File: src/sv/cbac_pkg.sv
// ----------------------------------------------------------------------------
// cbac_pkg
// Types, codes and constants shared by the camera bus accessory controller.
// ----------------------------------------------------------------------------
package cbac_pkg;

    // APB register map
    localparam int ADDR_W = 4;
    localparam int DATA_W = 32;

    typedef enum logic [1:0] {
        REG_POWER_PRESS   = 2'd0,
        REG_CMD_TIMEOUT   = 2'd1,
        REG_PROTO_VERSION = 2'd2
    } reg_index_t;

    // Register reset values
    localparam logic [15:0] POWER_PRESS_RESET   = 16'd333;
    localparam logic [15:0] CMD_TIMEOUT_RESET   = 16'd667;
    localparam logic [7:0]  PROTO_VERSION_RESET = 8'd0;

    // Default depth of the queue between front and back
    localparam int QUEUE_DEPTH = 2;

    // Frame and protocol constants
    localparam logic [7:0]  FRAME_START   = 8'h03;
    localparam logic [7:0]  CHAR_V        = 8'h76;
    localparam logic [7:0]  CHAR_S        = 8'h73;
    localparam logic [7:0]  RSP_OK_LEAD   = 8'd2;
    localparam logic [7:0]  RSP_OK_CODE   = 8'd0;
    localparam logic [7:0]  RSP_FAIL_BYTE = 8'd1;
    localparam logic [15:0] TICK_MAX      = 16'hFFFF;
    localparam logic [1:0]  RX_KEEP       = 2'd3;
    localparam logic [1:0]  PSTAT_WAIT    = 2'd2;

    typedef enum logic [2:0] {
        FUNC_TICK      = 3'd0,
        FUNC_SEND      = 3'd1,
        FUNC_POWER     = 3'd2,
        FUNC_ADDRESSED = 3'd3,
        FUNC_RX_BYTE   = 3'd4,
        FUNC_STOP      = 3'd5
    } func_t;

    typedef enum logic [2:0] {
        MODE_IDLE      = 3'd0,
        MODE_PWR_REQ   = 3'd1,
        MODE_PWR_WAIT  = 3'd2,
        MODE_CMD_WAIT  = 3'd3,
        MODE_CMD_RESP  = 3'd4,
        MODE_RSP_READY = 3'd5,
        MODE_RSP_DONE  = 3'd6
    } mode_t;

    typedef enum logic [1:0] {
        RES_UNKNOWN = 2'd0,
        RES_SUCCESS = 2'd1,
        RES_TIMEOUT = 2'd2
    } result_code_t;

    // Input item
    typedef struct packed {
        logic [2:0] func;
        logic [7:0] command_first_char;
        logic [7:0] command_second_char;
        logic [7:0] command_argument;
        logic       read_direction;
        logic [7:0] received_byte;
        logic       bus_busy;
        logic       power_sense;
    } item_t;

    // Result item
    typedef struct packed {
        logic       tx_valid;
        logic [7:0] tx_data;
        logic       last_of_run;
        logic       accepted;
        logic       request_line;
        logic       power_button_pressed;
        logic [1:0] power_status;
        logic [1:0] last_result;
        logic       ready_for_command;
        logic [2:0] control_state;
    } result_t;

    // Status shared by every result of one item
    typedef struct packed {
        logic       accepted;
        logic       request_line;
        logic       power_button_pressed;
        logic [1:0] power_status;
        logic [1:0] last_result;
        logic       ready_for_command;
        logic [2:0] control_state;
    } status_t;

    // Work handed from front to back: bytes to send plus status
    typedef struct packed {
        logic [3:0][7:0] tx_bytes;
        logic [2:0]      byte_count;
        status_t         status;
    } run_t;

    // Configuration values seen by the front
    typedef struct packed {
        logic [15:0] power_press_ticks;
        logic [15:0] command_timeout_ticks;
        logic [7:0]  protocol_version;
    } cfg_t;

endpackage

File: src/sv/cbac_front.sv
// ----------------------------------------------------------------------------
// cbac_front
// Accepts items, runs the control state machine and builds one run per item.
// ----------------------------------------------------------------------------
module cbac_front (
    input  logic           clk,
    input  logic           rst_n,
    input  cbac_pkg::cfg_t cfg,
    input  logic           item_valid,
    output logic           item_stall,
    input  cbac_pkg::item_t item,
    input  logic           queue_full,
    output logic           run_push,
    output cbac_pkg::run_t run
);
    import cbac_pkg::*;

    mode_t        mode_reg, mode_next;
    logic [15:0]  tick_reg, tick_next;
    result_code_t result_reg, result_next;
    logic         stop_reg, stop_next;
    logic [1:0]   rx_count_reg, rx_count_next;
    logic         request_reg, request_next;
    logic         button_reg, button_next;
    logic [7:0]   rx_bytes_reg [3];
    logic         rx_write;

    logic         accept;
    logic [15:0]  tick_inc;
    logic         name_match;
    logic         acc;

    assign item_stall = queue_full;
    assign accept     = item_valid && !queue_full;
    assign run_push   = accept;

    // saturating tick counter increment
    assign tick_inc = (tick_reg == TICK_MAX) ? tick_reg : tick_reg + 16'd1;

    // "vs" query check; missing or out-of-length chars mismatch
    assign name_match = (rx_count_reg >= 2'd2) && (rx_bytes_reg[0] >= 8'd1)
                     && (rx_bytes_reg[1] == CHAR_V)
                     && (rx_count_reg >= 2'd3) && (rx_bytes_reg[0] >= 8'd2)
                     && (rx_bytes_reg[2] == CHAR_S);

    // next state and run contents
    always_comb
    begin
        mode_next     = mode_reg;
        tick_next     = tick_reg;
        result_next   = result_reg;
        stop_next     = stop_reg;
        rx_count_next = rx_count_reg;
        request_next  = request_reg;
        button_next   = button_reg;
        rx_write      = 1'b0;
        acc           = 1'b0;
        run.tx_bytes   = '0;
        run.byte_count = 3'd0;

        case (item.func)
            FUNC_TICK:
            begin
                unique case (mode_reg)
                    MODE_PWR_REQ:
                    begin
                        button_next = 1'b1;
                        tick_next   = 16'd0;
                        mode_next   = MODE_PWR_WAIT;
                    end
                    MODE_PWR_WAIT:
                    begin
                        tick_next = tick_inc;
                        if (tick_reg > cfg.power_press_ticks)
                        begin
                            button_next = 1'b0;
                            mode_next   = MODE_IDLE;
                        end
                    end
                    MODE_CMD_WAIT:
                    begin
                        tick_next = tick_inc;
                        if (tick_reg > cfg.command_timeout_ticks)
                        begin
                            tick_next    = 16'd0;
                            request_next = 1'b0;
                            result_next  = RES_TIMEOUT;
                            mode_next    = MODE_IDLE;
                        end
                    end
                    MODE_CMD_RESP:
                    begin
                        result_next = RES_SUCCESS;
                        mode_next   = MODE_IDLE;
                    end
                    MODE_RSP_READY:
                    begin
                        if (stop_reg)
                        begin
                            if (rx_count_reg != 2'd0)
                            begin
                                if (name_match)
                                begin
                                    run.tx_bytes[0] = RSP_OK_LEAD;
                                    run.tx_bytes[1] = RSP_OK_CODE;
                                    run.tx_bytes[2] = cfg.protocol_version;
                                    run.byte_count  = 3'd3;
                                end
                                else
                                begin
                                    run.tx_bytes[0] = RSP_FAIL_BYTE;
                                    run.tx_bytes[1] = RSP_FAIL_BYTE;
                                    run.byte_count  = 3'd2;
                                end
                                request_next  = 1'b1;
                                rx_count_next = 2'd0;
                            end
                            else
                            begin
                                mode_next = MODE_IDLE;
                            end
                            stop_next = 1'b0;
                        end
                    end
                    MODE_RSP_DONE:
                    begin
                        if (stop_reg)
                            mode_next = MODE_IDLE;
                    end
                    default:
                    begin
                    end
                endcase
            end
            FUNC_SEND:
            begin
                if (mode_reg == MODE_IDLE)
                begin
                    run.tx_bytes[0] = FRAME_START;
                    run.tx_bytes[1] = item.command_first_char;
                    run.tx_bytes[2] = item.command_second_char;
                    run.tx_bytes[3] = item.command_argument;
                    run.byte_count  = 3'd4;
                    request_next    = 1'b1;
                    tick_next       = 16'd0;
                    mode_next       = MODE_CMD_WAIT;
                    acc             = 1'b1;
                end
            end
            FUNC_POWER:
            begin
                if (mode_reg == MODE_IDLE)
                begin
                    mode_next = MODE_PWR_REQ;
                    acc       = 1'b1;
                end
            end
            FUNC_ADDRESSED:
            begin
                if (item.read_direction)
                begin
                    if (mode_reg == MODE_CMD_WAIT)
                    begin
                        request_next = 1'b0;
                        mode_next    = MODE_CMD_RESP;
                    end
                    else if (mode_reg == MODE_RSP_READY)
                    begin
                        request_next = 1'b0;
                        mode_next    = MODE_RSP_DONE;
                    end
                end
                else if (mode_reg == MODE_IDLE)
                begin
                    mode_next     = MODE_RSP_READY;
                    stop_next     = 1'b0;
                    rx_count_next = 2'd0;
                end
            end
            FUNC_RX_BYTE:
            begin
                if (rx_count_reg < RX_KEEP)
                begin
                    rx_write      = 1'b1;
                    rx_count_next = rx_count_reg + 2'd1;
                end
            end
            FUNC_STOP:
            begin
                stop_next = 1'b1;
            end
            default:
            begin
            end
        endcase

        // status after this item
        run.status.accepted             = acc;
        run.status.request_line         = request_next;
        run.status.power_button_pressed = button_next;
        run.status.power_status = (mode_next == MODE_PWR_REQ || mode_next == MODE_PWR_WAIT)
                                ? PSTAT_WAIT : {1'b0, item.power_sense};
        run.status.last_result          = result_next;
        run.status.ready_for_command    = (mode_next == MODE_IDLE) && !item.bus_busy;
        run.status.control_state        = mode_next;
    end

    // control state registers
    always_ff @(posedge clk or negedge rst_n)
    begin
        if (!rst_n)
        begin
            mode_reg     <= MODE_IDLE;
            tick_reg     <= 16'd0;
            result_reg   <= RES_UNKNOWN;
            stop_reg     <= 1'b0;
            rx_count_reg <= 2'd0;
            request_reg  <= 1'b0;
            button_reg   <= 1'b0;
        end
        else if (accept)
        begin
            mode_reg     <= mode_next;
            tick_reg     <= tick_next;
            result_reg   <= result_next;
            stop_reg     <= stop_next;
            rx_count_reg <= rx_count_next;
            request_reg  <= request_next;
            button_reg   <= button_next;
        end
    end

    // received command bytes
    always_ff @(posedge clk)
    begin
        if (accept && rx_write)
            rx_bytes_reg[rx_count_reg] <= item.received_byte;
    end

endmodule

File: src/sv/cbac_queue.sv
// ----------------------------------------------------------------------------
// cbac_queue
// Small FIFO of runs between the front and the back.
// ----------------------------------------------------------------------------
module cbac_queue #(
    parameter int DEPTH = cbac_pkg::QUEUE_DEPTH
) (
    input  logic           clk,
    input  logic           rst_n,
    input  logic           push,
    input  cbac_pkg::run_t push_data,
    output logic           full,
    output logic           pop_valid,
    input  logic           pop,
    output cbac_pkg::run_t pop_data
);
    import cbac_pkg::*;

    localparam int PTR_W = (DEPTH > 1) ? $clog2(DEPTH) : 1;
    localparam int CNT_W = $clog2(DEPTH + 1);
    localparam logic [PTR_W-1:0] PTR_LAST = PTR_W'(DEPTH - 1);
    localparam logic [CNT_W-1:0] CNT_FULL = CNT_W'(DEPTH);

    run_t             mem [DEPTH];
    logic [PTR_W-1:0] wr_ptr_reg, rd_ptr_reg;
    logic [CNT_W-1:0] count_reg;
    logic             do_push, do_pop;

    assign full      = (count_reg == CNT_FULL);
    assign pop_valid = (count_reg != '0);
    assign pop_data  = mem[rd_ptr_reg];
    assign do_push   = push && !full;
    assign do_pop    = pop && pop_valid;

    // storage
    always_ff @(posedge clk)
    begin
        if (do_push)
            mem[wr_ptr_reg] <= push_data;
    end

    // pointers and fill count
    always_ff @(posedge clk or negedge rst_n)
    begin
        if (!rst_n)
        begin
            wr_ptr_reg <= '0;
            rd_ptr_reg <= '0;
            count_reg  <= '0;
        end
        else
        begin
            if (do_push)
                wr_ptr_reg <= (wr_ptr_reg == PTR_LAST) ? '0 : wr_ptr_reg + 1'b1;
            if (do_pop)
                rd_ptr_reg <= (rd_ptr_reg == PTR_LAST) ? '0 : rd_ptr_reg + 1'b1;
            if (do_push && !do_pop)
                count_reg <= count_reg + 1'b1;
            else if (do_pop && !do_push)
                count_reg <= count_reg - 1'b1;
        end
    end

endmodule

File: src/sv/cbac_back.sv
// ----------------------------------------------------------------------------
// cbac_back
// Plays each run out as one result per transmit byte, or one bare status.
// ----------------------------------------------------------------------------
module cbac_back (
    input  logic              clk,
    input  logic              rst_n,
    input  logic              run_valid,
    input  cbac_pkg::run_t    run,
    output logic              run_pop,
    output logic              result_valid,
    input  logic              result_stall,
    output cbac_pkg::result_t result
);
    import cbac_pkg::*;

    run_t       cur_reg;
    logic       cur_valid_reg;
    logic [1:0] idx_reg;
    logic [2:0] total;
    logic       last;
    logic       take;
    logic       load;

    assign total = (cur_reg.byte_count == 3'd0) ? 3'd1 : cur_reg.byte_count;
    assign last  = ({1'b0, idx_reg} == total - 3'd1);
    assign take  = result_valid && !result_stall;
    assign load  = run_valid && (!cur_valid_reg || (take && last));

    assign run_pop      = load;
    assign result_valid = cur_valid_reg;

    // result fields from the held run
    always_comb
    begin
        result.tx_valid             = (cur_reg.byte_count != 3'd0);
        result.tx_data              = result.tx_valid ? cur_reg.tx_bytes[idx_reg] : 8'd0;
        result.last_of_run          = last;
        result.accepted             = cur_reg.status.accepted;
        result.request_line         = cur_reg.status.request_line;
        result.power_button_pressed = cur_reg.status.power_button_pressed;
        result.power_status         = cur_reg.status.power_status;
        result.last_result          = cur_reg.status.last_result;
        result.ready_for_command    = cur_reg.status.ready_for_command;
        result.control_state        = cur_reg.status.control_state;
    end

    // held run
    always_ff @(posedge clk)
    begin
        if (load)
            cur_reg <= run;
    end

    // occupancy and byte index
    always_ff @(posedge clk or negedge rst_n)
    begin
        if (!rst_n)
        begin
            cur_valid_reg <= 1'b0;
            idx_reg       <= 2'd0;
        end
        else if (load)
        begin
            cur_valid_reg <= 1'b1;
            idx_reg       <= 2'd0;
        end
        else if (take)
        begin
            if (last)
                cur_valid_reg <= 1'b0;
            idx_reg <= idx_reg + 2'd1;
        end
    end

endmodule

File: src/sv/camera_bus_accessory_controller_unit.sv
// ----------------------------------------------------------------------------
// camera_bus_accessory_controller_unit
// Accessory side of a camera command link: control machine, run queue,
// result serializer and APB configuration registers.
// ----------------------------------------------------------------------------
// The front takes one item per cycle while the run queue has room and updates
// the control state at once; every item leaves one run in the queue. The back
// turns a run into results at one per cycle while the result channel does not
// stall: four results for a send command, three for a version reply, two for a
// failure reply and one for every other item. Sustained rate is therefore set
// by the back's byte serializer, and the queue (QUEUE_DEPTH runs) lets the
// front keep accepting while the back is stalled until the queue fills.
module camera_bus_accessory_controller_unit #(
    parameter int QUEUE_DEPTH = cbac_pkg::QUEUE_DEPTH
) (
    input  logic                          clk,
    input  logic                          rst_n,
    // configuration port
    input  logic                          psel,
    input  logic                          penable,
    input  logic                          pwrite,
    input  logic [cbac_pkg::ADDR_W-1:0]   paddr,
    input  logic [cbac_pkg::DATA_W-1:0]   pwdata,
    output logic [cbac_pkg::DATA_W-1:0]   prdata,
    output logic                          pready,
    // item channel
    input  logic                          item_valid,
    output logic                          item_stall,
    input  cbac_pkg::item_t               item,
    // result channel
    output logic                          result_valid,
    input  logic                          result_stall,
    output cbac_pkg::result_t             result
);
    import cbac_pkg::*;

    cfg_t       cfg_reg;
    logic       cfg_write;
    reg_index_t reg_sel;
    logic       queue_full;
    logic       run_push;
    run_t       run_in;
    logic       run_valid;
    logic       run_pop;
    run_t       run_out;

    // APB register file
    assign pready    = 1'b1;
    assign cfg_write = psel && penable && pwrite && pready;
    assign reg_sel   = reg_index_t'(paddr[3:2]);

    always_ff @(posedge clk or negedge rst_n)
    begin
        if (!rst_n)
        begin
            cfg_reg.power_press_ticks     <= POWER_PRESS_RESET;
            cfg_reg.command_timeout_ticks <= CMD_TIMEOUT_RESET;
            cfg_reg.protocol_version      <= PROTO_VERSION_RESET;
        end
        else if (cfg_write)
        begin
            unique case (reg_sel)
                REG_POWER_PRESS:   cfg_reg.power_press_ticks     <= pwdata[15:0];
                REG_CMD_TIMEOUT:   cfg_reg.command_timeout_ticks <= pwdata[15:0];
                REG_PROTO_VERSION: cfg_reg.protocol_version      <= pwdata[7:0];
                default:
                begin
                end
            endcase
        end
    end

    // register readback
    always_comb
    begin
        unique case (reg_sel)
            REG_POWER_PRESS:   prdata = {16'd0, cfg_reg.power_press_ticks};
            REG_CMD_TIMEOUT:   prdata = {16'd0, cfg_reg.command_timeout_ticks};
            REG_PROTO_VERSION: prdata = {24'd0, cfg_reg.protocol_version};
            default:           prdata = '0;
        endcase
    end

    // front: control machine
    cbac_front u_front (
        .clk        (clk),
        .rst_n      (rst_n),
        .cfg        (cfg_reg),
        .item_valid (item_valid),
        .item_stall (item_stall),
        .item       (item),
        .queue_full (queue_full),
        .run_push   (run_push),
        .run        (run_in)
    );

    // run queue
    cbac_queue #(
        .DEPTH (QUEUE_DEPTH)
    ) u_queue (
        .clk       (clk),
        .rst_n     (rst_n),
        .push      (run_push),
        .push_data (run_in),
        .full      (queue_full),
        .pop_valid (run_valid),
        .pop       (run_pop),
        .pop_data  (run_out)
    );

    // back: result serializer
    cbac_back u_back (
        .clk          (clk),
        .rst_n        (rst_n),
        .run_valid    (run_valid),
        .run          (run_out),
        .run_pop      (run_pop),
        .result_valid (result_valid),
        .result_stall (result_stall),
        .result       (result)
    );

endmodule

File: config.mk
export PLATFORM = sky130hd
export DESIGN_NAME = camera_bus_accessory_controller_unit
export DESIGN_NICKNAME = d
export VERILOG_FILES = /design/src/sv/cbac_pkg.sv /design/src/sv/cbac_front.sv /design/src/sv/cbac_queue.sv /design/src/sv/cbac_back.sv /design/src/sv/camera_bus_accessory_controller_unit.sv
export SDC_FILE = /design/constraint.sdc
export NUM_CORES = 1
export LEC_CHECK = 0
export BUFFER_PORTS_ARGS = -buffer_cell sky130_fd_sc_hd__clkbuf_2
export CORE_MARGIN = 4
export CORE_UTILIZATION = 54
export CTS_BUF_LIST = sky130_fd_sc_hd__clkbuf_2
export CTS_CLUSTER_DIAMETER = 50
export DETAILED_ROUTE_END_ITERATION = 16
export PLACE_DENSITY = 0.78
export SYNTH_ARGS = -nofsm -noshare
export SYNTH_HDL_FRONTEND = slang
export SYNTH_SLANG_ARGS = --single-unit
File: constraint.sdc
create_clock -name clk -period 3 [get_ports clk]
set_input_delay 0.6 -clock clk [delete_from_list [all_inputs] [get_ports clk]]
set_output_delay 0.6 -clock clk [all_outputs]
set_load 0.02 [all_outputs]
==> flow_metrics.tcl, run 1 <==
set metrics [dict create \
    grt_pass1_wl_um 36100 \
    synth-edff-count 143 \
    clkLatencyLatePin_ns 0.85 \
    dr.pass1.iters 5 \
    cts_root_buf "clkbuf_2" \
    tightestPinTransition_ns 0.980 \
    finalPower_mw 9.01 \
    grt_util_all_layers 0.204 \
    hold_depth 2 \
    max_slew_margin 0.347 \
    die_x_um 147 \
    crit_required_ns 3.52 \
    outcome "finished, final reports clean" \
    netlist_top_cells_count "143 x edfxtp_1, 79 x nand2_1, 68 x o21ai_0, 62 x dfrtp_1, 58 x mux2_2" \
    die_h_um 147 \
    critPathKind "reg -> reg" \
    syn_inst 859 \
    dpl.hpwl_um 14800 \
    rows 50 \
    hold_class "in -> reg" \
    synth_cell_types 69 \
    ys_ff_latch 216 \
    start_kind "register" \
    cts_buffer_depth 3 \
    synth_area_leader_cell "edfxtp_1" \
    fill_cells 1451 \
    fin_nets 1153 \
    maxSlewViolCount 0 \
    final_area_um2 12100 \
    setup_viol 0 \
    start_util 0.552 \
    finish.utilization 0.641 \
    clock.fmax_ghz 0.345 \
    core_um2 18800 \
    ys_async_sr_fraction 0.338 \
    met3_usage 0.0497 \
    cts.sinks 216 \
    largest_reg_flops 80 \
    use_met2 0.338 \
    wl_per_cell_um 16.3 \
    syn_to_final_growth_pct 16.2 \
    yosysMostFrequentCell "edfxtp_1" \
    routabilityCongestion 0.874 \
    synth_top_cell_area_share 0.413 \
    drcViolationCount 0 \
    grt_start_max_net_pins 74 \
    busiest_layer "met2" \
    synth_ff_type "edfxtp_1" \
    hold_viol_final 0 \
    wl_um 21900 \
    drv_cap 0 \
    end_kind "register" \
    htreeDepth 2 \
    ys_seq_area_frac 0.590 \
    worstHoldStart "pwdata[0]" \
    holdPathEnd "cfg_reg[0]$_DFFE_PN0P_" \
    grt_pass1_vias 7185 \
    ir_drop_v 0.000256 \
    vias_per_cell 5.37 \
    worst-path-max-fanout 3 \
    ys_warn_count 0 \
    fin_crit_ns 2.90 \
    cts_made_buffers 54 \
    grt_overflow 0 \
    layout-drive-gt1-share 0.301 \
    grt_use_met1 0.265 \
    antenna_found_initial 2 \
    io_pins 137 \
    synthTopCellsByArea "edfxtp_1 41%, dfrtp_1 15%, mux2_2 6.3%, ha_1 4.7%, o21ai_0 3.3%" \
    powerDensity_nw_per_um2 746 \
    io_buffers 101 \
    vias 7185 \
    arrival_ns 3.42 \
    leakagePower_nw 5.03 \
    placed_cell_area_um2 11200 \
    cts_tree "yes" \
    drt_iter0_drc 508 \
    clock_skew_ns 0.120 \
    avgSynthCellArea_um2 12.1 \
    ff2ff_path_depth 9 \
    worstReg2RegEnd "u_queue.mem[1][6]$_DFFE_PP_" \
    ant_nets 0 \
    clk_pin_slew_ns 0.10 \
    setup_tns_ns 0 \
    period_share 0.967 \
    dieArea_um2 21500 \
    regToRegStartpoint "cfg_reg[15]$_DFFE_PN1P_" \
    synth_area_um2 10400 \
    rrSetupSlack_ns 0.1 \
]
==> timing repair <==
action                                  in CTS  in global routing
gates resized for setup                      4                  6
endpoints found under the setup margin      10                  6
hold buffers                                30                  1
endpoints found under the hold margin      134                  1
buffers inserted                             0                  4
pin swaps                                    3                  5
==> per-layer routing <==
layer	wire, um	share of wire
met1	9300	0.42
met2	10700	0.49
met3	1370	0.063
met4	471	0.022
met5	14	0.00064
==> power breakdown <==
group          total [mW]  leakage (nW)  switching [mW]  internal [mW]
Sequential           4.40          2.22           0.383           4.02
Combinational        2.67          2.43            1.55           1.12
Clock                1.93         0.389            1.17          0.763
==> cells in the final DEF, fill, tap and decap left out, types with 6 or more instances in the layout <==
| cell type | instances |
|---|---|
| clkbuf_2 | 185 |
| clkinv_1 | 10 |
| mux2_2 | 58 |
| inv_1 | 44 |
| o31ai_1 | 7 |
| dfrtp_1 | 61 |
| o21ai_0 | 68 |
| nor3_1 | 9 |
| ha_1 | 37 |
| and3_1 | 8 |
| nand4_1 | 9 |
| o211ai_1 | 7 |
| a31oi_1 | 18 |
| dlygate4sd3_1 | 31 |
| a22o_1 | 9 |
| nand2b_1 | 7 |
| dfstp_2 | 11 |
| buf_4 | 37 |
| nor2b_1 | 8 |
| and2_1 | 19 |
| a21oi_1 | 29 |
| xnor2_1 | 7 |
| conb_1 | 17 |
| nand3_1 | 17 |
| edfxtp_1 | 143 |
| nor4_1 | 6 |
| nand2_1 | 79 |
| mux2i_1 | 17 |
| nor2_1 | 39 |
==> kinds of logic after synthesis <==
| logic type | synth area share |
|---|---|
| AOI/OAI and AO/OA | 0.107 |
| xor gates and xnor gates | 0.0101 |
| adders and majority gates | 0.0470 |
| buffers and inverters | 0.0515 |
| DFF | 0.590 |
| muxes | 0.0836 |
| other | 0.000723 |
| and+or+nand+nor | 0.110 |
==> layout make-up <==
cell class              instances  area [um^2]  area share
well taps                     260          325      0.0269
clock buffers                  86          430      0.0357
repair buffers                168         1100      0.0914
multi-input cells             548         3840       0.318
diodes                          1         2.50    0.000207
clock inverters                15         67.6     0.00560
inverters                      45          169      0.0140
flip-flops and latches        216         6140       0.508
==> critical path, stage by stage, from the launching register on <==
cell	delay (ns)
dfstp_2	0.55
inv_2	0.05
ha_4	0.24
a21oi_2	0.14
o21ai_2	0.09
a2111oi_4	0.37
nand2_2	0.14
a221o_1	0.42
a2111o_1	0.39
and3_1	0.18
==> worst max path at each step <==
stage | startpoint | end | slack [ns] | cells past startpoint
floorplan | item_valid | u_queue.mem[0][0]$_DFFE_PP_ | 0.15 | 2
global placement | cfg_reg[15]$_DFFE_PN1P_ | u_queue.mem[0][6]$_DFFE_PP_ | 0.07 | 9
detailed placement | cfg_reg[15]$_DFFE_PN1P_ | u_queue.mem[0][6]$_DFFE_PP_ | 0.04 | 9
CTS | cfg_reg[15]$_DFFE_PN1P_ | u_queue.mem[1][6]$_DFFE_PP_ | 0.06 | 9
global route | u_back.cur_reg[12]$_DFFE_PP_ | result[11] | -0.05 | 7
finish | cfg_reg[15]$_DFFE_PN1P_ | u_queue.mem[1][6]$_DFFE_PP_ | 0.1 | 9
==> stage by stage <==
stage / setup slack [ns] / hold slack [ns] / instances
floorplan: 0.152 / 0.304 / 874
global placement: 0.0695 / 0.504 / 1202
detailed placement: 0.0352 / 0.515 / 1202
CTS: 0.0609 / 0.00624 / 1333
global route: -0.0454 / 0.0150 / 1339
finish: 0.0992 / 0.0885 / 1339
No activity file was read; power rests on OpenSTA's default activity.
==> run 2: changes to the inputs <==
--- a/config.mk
+++ b/config.mk
@@ -7,11 +7,11 @@
 export LEC_CHECK = 0
 export BUFFER_PORTS_ARGS = -buffer_cell sky130_fd_sc_hd__clkbuf_2
 export CORE_MARGIN = 4
-export CORE_UTILIZATION = 54
-export CTS_BUF_LIST = sky130_fd_sc_hd__clkbuf_2
+export CORE_UTILIZATION = 52
 export CTS_CLUSTER_DIAMETER = 50
 export DETAILED_ROUTE_END_ITERATION = 16
-export PLACE_DENSITY = 0.78
+export PLACE_DENSITY = 0.76
+export REMOVE_ABC_BUFFERS = 1
 export SYNTH_ARGS = -nofsm -noshare
 export SYNTH_HDL_FRONTEND = slang
 export SYNTH_SLANG_ARGS = --single-unit
==> flow_metrics.tcl, run 2 (synthesis gave the netlist of run 1 again) <==
set metrics [dict create \
    drcViolationCount 0 \
    clock.fmax_ghz 0.340 \
    dieArea_um2 22300 \
    grt_overflow 0 \
    io_buffers 101 \
    finalPower_mw 10.0 \
    critPathMaxStageDelay_ns 0.53 \
    placed_cell_area_um2 11200 \
    dpl.hpwl_um 14800 \
    fill_cells 1539 \
    hold_ws_ns 0.256 \
    clkLatencyLatePin_ns 0.51 \
    end_kind "register" \
    ant_nets 0 \
    layout-drive-gt1-share 0.272 \
    regToRegStartpoint "cfg_reg[32]$_DFFE_PN1P_" \
    n_antenna_cell 0 \
    rsz0062_at_grt "false" \
    cp_slowest_cell "dfstp_2" \
    grt_pass1_wl_um 34800 \
    final_area_um2 12100 \
    ir_drop_v 0.000346 \
    cts_buffer_depth 3 \
    cts_made_buffers 26 \
    syn_to_final_growth_pct 16.5 \
    leakagePower_nw 4.91 \
    cts_root_buf "clkbuf_16" \
    arrival_ns 3.19 \
    finish.utilization 0.618 \
    drt_iter0_drc 372 \
    ctsHoldBuffers 0 \
    fin_nets 1090 \
    clk_pin_slew_ns 0.06 \
    hold_class "in -> async" \
    clock_skew_ns 0.0171 \
    startpoint "cfg_reg[32]$_DFFE_PN1P_" \
    htreeDepth 1 \
    hold_viol_final 0 \
    critPathKind "reg -> reg" \
    outcome "finished, final reports clean" \
    max_slew_margin 0.333 \
    antenna_found_initial 0 \
    ff2ff_path_depth 9 \
    crit_required_ns 3.25 \
    die_h_um 149 \
    final_cell_mix "143 x edfxtp_1, 100 x clkbuf_2, 78 x nand2_1" \
    core_um2 19600 \
    final_common_cell "edfxtp_1" \
    cts.sinks 216 \
    crit_chain "inv_1 > ha_1 > nand4_1 > nor4_1 > buf_4 > nor2_1 > a221o_1 > a2111o_1 > and3_1" \
    vias_per_cell 5.52 \
    io_pins 137 \
    maxSlewViolCount 0 \
    setup_viol 0 \
    fin_crit_ns 2.94 \
    start_kind "register" \
    powerDensity_nw_per_um2 830 \
    grt_pass1_vias 7016 \
    drv_cap 0 \
    setup_tns_ns 0 \
    vias 6929 \
    start_util 0.530 \
    die_x_um 149 \
    dpl.cell_count 1205 \
    grt_start_max_net_pins 74 \
    cts_tree "yes" \
    wl_per_cell_um 17.2 \
    dr.pass1.iters 6 \
    wl_um 21500 \
    tightestPinTransition_ns 1.00 \
    grt_util_all_layers 0.193 \
    routabilityCongestion 0.928 \
    rows 51 \
    layoutNonFillerInstCount 1255 \
    setup_ws_ns 0.0578 \
    worst-path-max-fanout 3 \
    pre_cts_ws_ns 0.0143 \
    period_share 0.981 \
    largest_reg_flops 80 \
]
-- run 2: cell count changes in the layout (fill, tap and decap cells not counted), moves of 5 or more --
cell,previous run,this run
clkbuf_1,0,5
clkinv_1,10,4
clkbuf_16,0,27
buf_4,37,30
clkbuf_2,185,100
dlygate4sd3_1,31,0
-- run 2: area by class of cell --
cell class | count | area, um^2 | area share
inverters | 45 | 169 | 0.0140
clock inverters | 15 | 131 | 0.0109
well taps | 265 | 332 | 0.0274
clock buffers | 33 | 708 | 0.0585
repair buffers | 133 | 786 | 0.0649
multi-input cells | 548 | 3840 | 0.317
flip-flops and latches | 216 | 6140 | 0.507
-- run 2: repair_timing --
action,4_1_cts,5_1_grt
resized for setup,2,6
pin swaps,3,3
gates cloned,0,0
hold endpoints to repair,0,0
buffers inserted,1,1
endpoints found under the setup margin,2,2
-- run 2: worst paths after layout --
path | endpoint | slack (ns)
max in group asynchronous | u_front.tick_reg[14]$_DFFE_PN0P_ | 2.04
min reg2reg | u_queue.rd_ptr_reg$_DFFE_PN0P_ | 0.51
max | u_queue.mem[0][6]$_DFFE_PP_ | 0.06
max reg2reg | u_queue.mem[0][6]$_DFFE_PP_ | 0.06
min in group clk | u_front.rx_bytes_reg[2][0]$_DFFE_PP_ | 0.29
min | u_back.idx_reg[1]$_DFFE_PN0P_ | 0.26
-- run 2: worst max-delay path: cells and delay by family, from the launching register on --
kind / cells / cell delay (ns)
buffers and inverters: 2 / 0.23
adder cells (fa/ha/maj): 1 / 0.27
AND/OR/NAND/NOR: 4 / 0.83
flip-flops: 1 / 0.53
AO/OA/AOI/OAI: 2 / 0.81
-- run 2: power by group --
group / internal, mW / switching [mW] / leakage, nW
Clock: 1.78 / 1.21 / 0.413
Combinational: 1.10 / 1.56 / 2.28
Sequential: 4.03 / 0.363 / 2.22
Total: 6.91 / 3.13 / 4.91
-- run 2: metal layers --
metal	GRT usage	up-vias	wire (um)
li1	-	3341	-
met1	0.250	3347	9110
met2	0.341	205	10800
met3	0.0273	36	1160
met4	0.0513	0	464
met5	0	-	0
==> run 3: changes to the inputs <==
--- a/config.mk
+++ b/config.mk
@@ -5,12 +5,13 @@
 export SDC_FILE = /design/constraint.sdc
 export NUM_CORES = 1
 export LEC_CHECK = 0
-export BUFFER_PORTS_ARGS = -buffer_cell sky130_fd_sc_hd__clkbuf_2
 export CORE_MARGIN = 4
-export CORE_UTILIZATION = 52
+export CORE_UTILIZATION = 57
 export CTS_CLUSTER_DIAMETER = 50
 export DETAILED_ROUTE_END_ITERATION = 16
-export PLACE_DENSITY = 0.76
+export DONT_BUFFER_PORTS = 1
+export HOLD_SLACK_MARGIN = 0.12
+export PLACE_DENSITY = 0.75
 export REMOVE_ABC_BUFFERS = 1
 export SYNTH_ARGS = -nofsm -noshare
 export SYNTH_HDL_FRONTEND = slang
==> flow_metrics.tcl, run 3 (synthesis gave the netlist of run 1 again) <==
set metrics [dict create \
    layout-drive-gt1-share 0.170 \
    cp_num_buf_inv 1 \
    dpl.hpwl_um 14100 \
    fin_crit_ns 2.96 \
    grt_pass1_vias 6420 \
    die_h_um 143 \
    critPathKind "reg -> reg" \
    finish.utilization 0.630 \
    dpl.cell_count 1065 \
    max_slew_margin 0.339 \
    hold_class "in -> reg" \
    crit_chain "inv_1 > ha_4 > a21oi_1 > o21ai_1 > a2111oi_4 > nand2_2 > a221o_1 > a2111o_1 > and3_1" \
    core_um2 18000 \
    period_share 0.987 \
    clk_pin_slew_ns 0.06 \
    start_kind "register" \
    grt_start_max_net_pins 74 \
    antenna_found_initial 0 \
    hold_viol_final 0 \
    worst-path-max-fanout 3 \
    fin_nets 983 \
    clkLatencyLatePin_ns 0.49 \
    htreeDepth 1 \
    vias_per_cell 5.93 \
    cp_top_family "compound AO/OA/AOI/OAI gates" \
    drt_iter0_drc 334 \
    dr.pass1.iters 5 \
    final_cell_mix "143 x edfxtp_1, 79 x nand2_1, 68 x o21ai_0" \
    cts_setup_buffers 0 \
    tightestPinTransition_ns 0.992 \
    end_kind "register" \
    setup_viol 0 \
    grt_pass1_wl_um 32700 \
    drv_cap 0 \
    maxSlewViolCount 0 \
    placed_cell_area_um2 10600 \
    die_x_um 143 \
    critPathMaxStageDelay_ns 0.52 \
    cts.sinks 216 \
    io_buffers 0 \
    cts_made_buffers 23 \
    largest_reg_flops 80 \
    vias 6571 \
    cts_tree "yes" \
    ir_drop_v 0.000783 \
    routabilityCongestion 0.925 \
    syn_to_final_growth_pct 8.98 \
    crit_required_ns 3.24 \
    cts_buffer_depth 3 \
    rows 49 \
    wl_um 20700 \
    final_area_um2 11300 \
    layoutNonFillerInstCount 1109 \
    clock.fmax_ghz 0.338 \
    drcViolationCount 0 \
    grt_overflow 0 \
    arrival_ns 3.20 \
    outcome "finished, final reports clean" \
    cts_root_buf "clkbuf_16" \
    powerDensity_nw_per_um2 824 \
    io_pins 137 \
    start_util 0.578 \
    dieArea_um2 20500 \
    ant_nets 0 \
    leakagePower_nw 4.38 \
    clock_skew_ns 0.00955 \
    cp_slowest_cell "dfstp_2" \
    finalPower_mw 9.33 \
    grt_util_all_layers 0.199 \
    final_common_cell "edfxtp_1" \
    wl_per_cell_um 18.7 \
]
==> run 3: path summary, 6_finish.rpt <==
check	from	cells past startpoint	endpoint	slack (ns)
max in group asynchronous	rst_n	2	cfg_reg[17]$_DFFE_PN1P_	1.99
setup / recovery	cfg_reg[15]$_DFFE_PN1P_	9	u_queue.mem[0][6]$_DFFE_PP_	0.04
hold / removal	item[3]	0	u_front.rx_bytes_reg[0][1]$_DFFE_PP_	0.20
hold reg to reg	cfg_reg[17]$_DFFE_PN1P_	2	cfg_reg[17]$_DFFE_PN1P_	0.52
min in group asynchronous	rst_n	2	u_queue.rd_ptr_reg$_DFFE_PN0P_	0.67
setup reg to reg	cfg_reg[15]$_DFFE_PN1P_	9	u_queue.mem[0][6]$_DFFE_PP_	0.04
==> run 3: final cells by class <==
| cell class | instances | area, um^2 |
|---|---|---|
| Inverter | 45 | 169 |
| Fill cell | 1338 | 6640 |
| Sequential cell | 216 | 6140 |
| Timing Repair Buffer | 29 | 253 |
| Antenna cell | 1 | 2.50 |
| Clock inverter | 15 | 81.3 |
| Multi-Input combinational cell | 548 | 3810 |
| Tap cell | 229 | 287 |
| Clock buffer | 26 | 587 |
==> run 3: repair_timing <==
action                                 4_1_cts  5_1_grt
setup endpoints to repair                    0        2
hold buffers                                 2        0
resized for setup                            0        1
endpoints found under the hold margin       73        0
==> run 3: per-stage QoR <==
stage	hold slack, ns	setup TNS, ns	worst slack [ns]
3_5_place_dp	0.307	0	0.0830
4_1_cts	0.183	0	0.0687
6_report	0.203	0	0.0399
5_1_grt	0.175	-0.0686	-0.0365
3_3_place_gp	0.307	0	0.0976
2_1_floorplan	0.304	-0.152	-0.127
==> run 3: metal layers <==
metal,share of wire,up-vias,track usage
li1,-,3128,-
met1,0.42,3233,0.257
met2,0.51,182,0.351
met3,0.064,28,0.0362
met4,0.015,0,0.0485
met5,0,-,0
==> run 3: power by group <==
part | internal [mW] | switching [mW]
registers | 4.03 | 0.468
logic | 0.970 | 1.35
clock network | 1.41 | 1.10
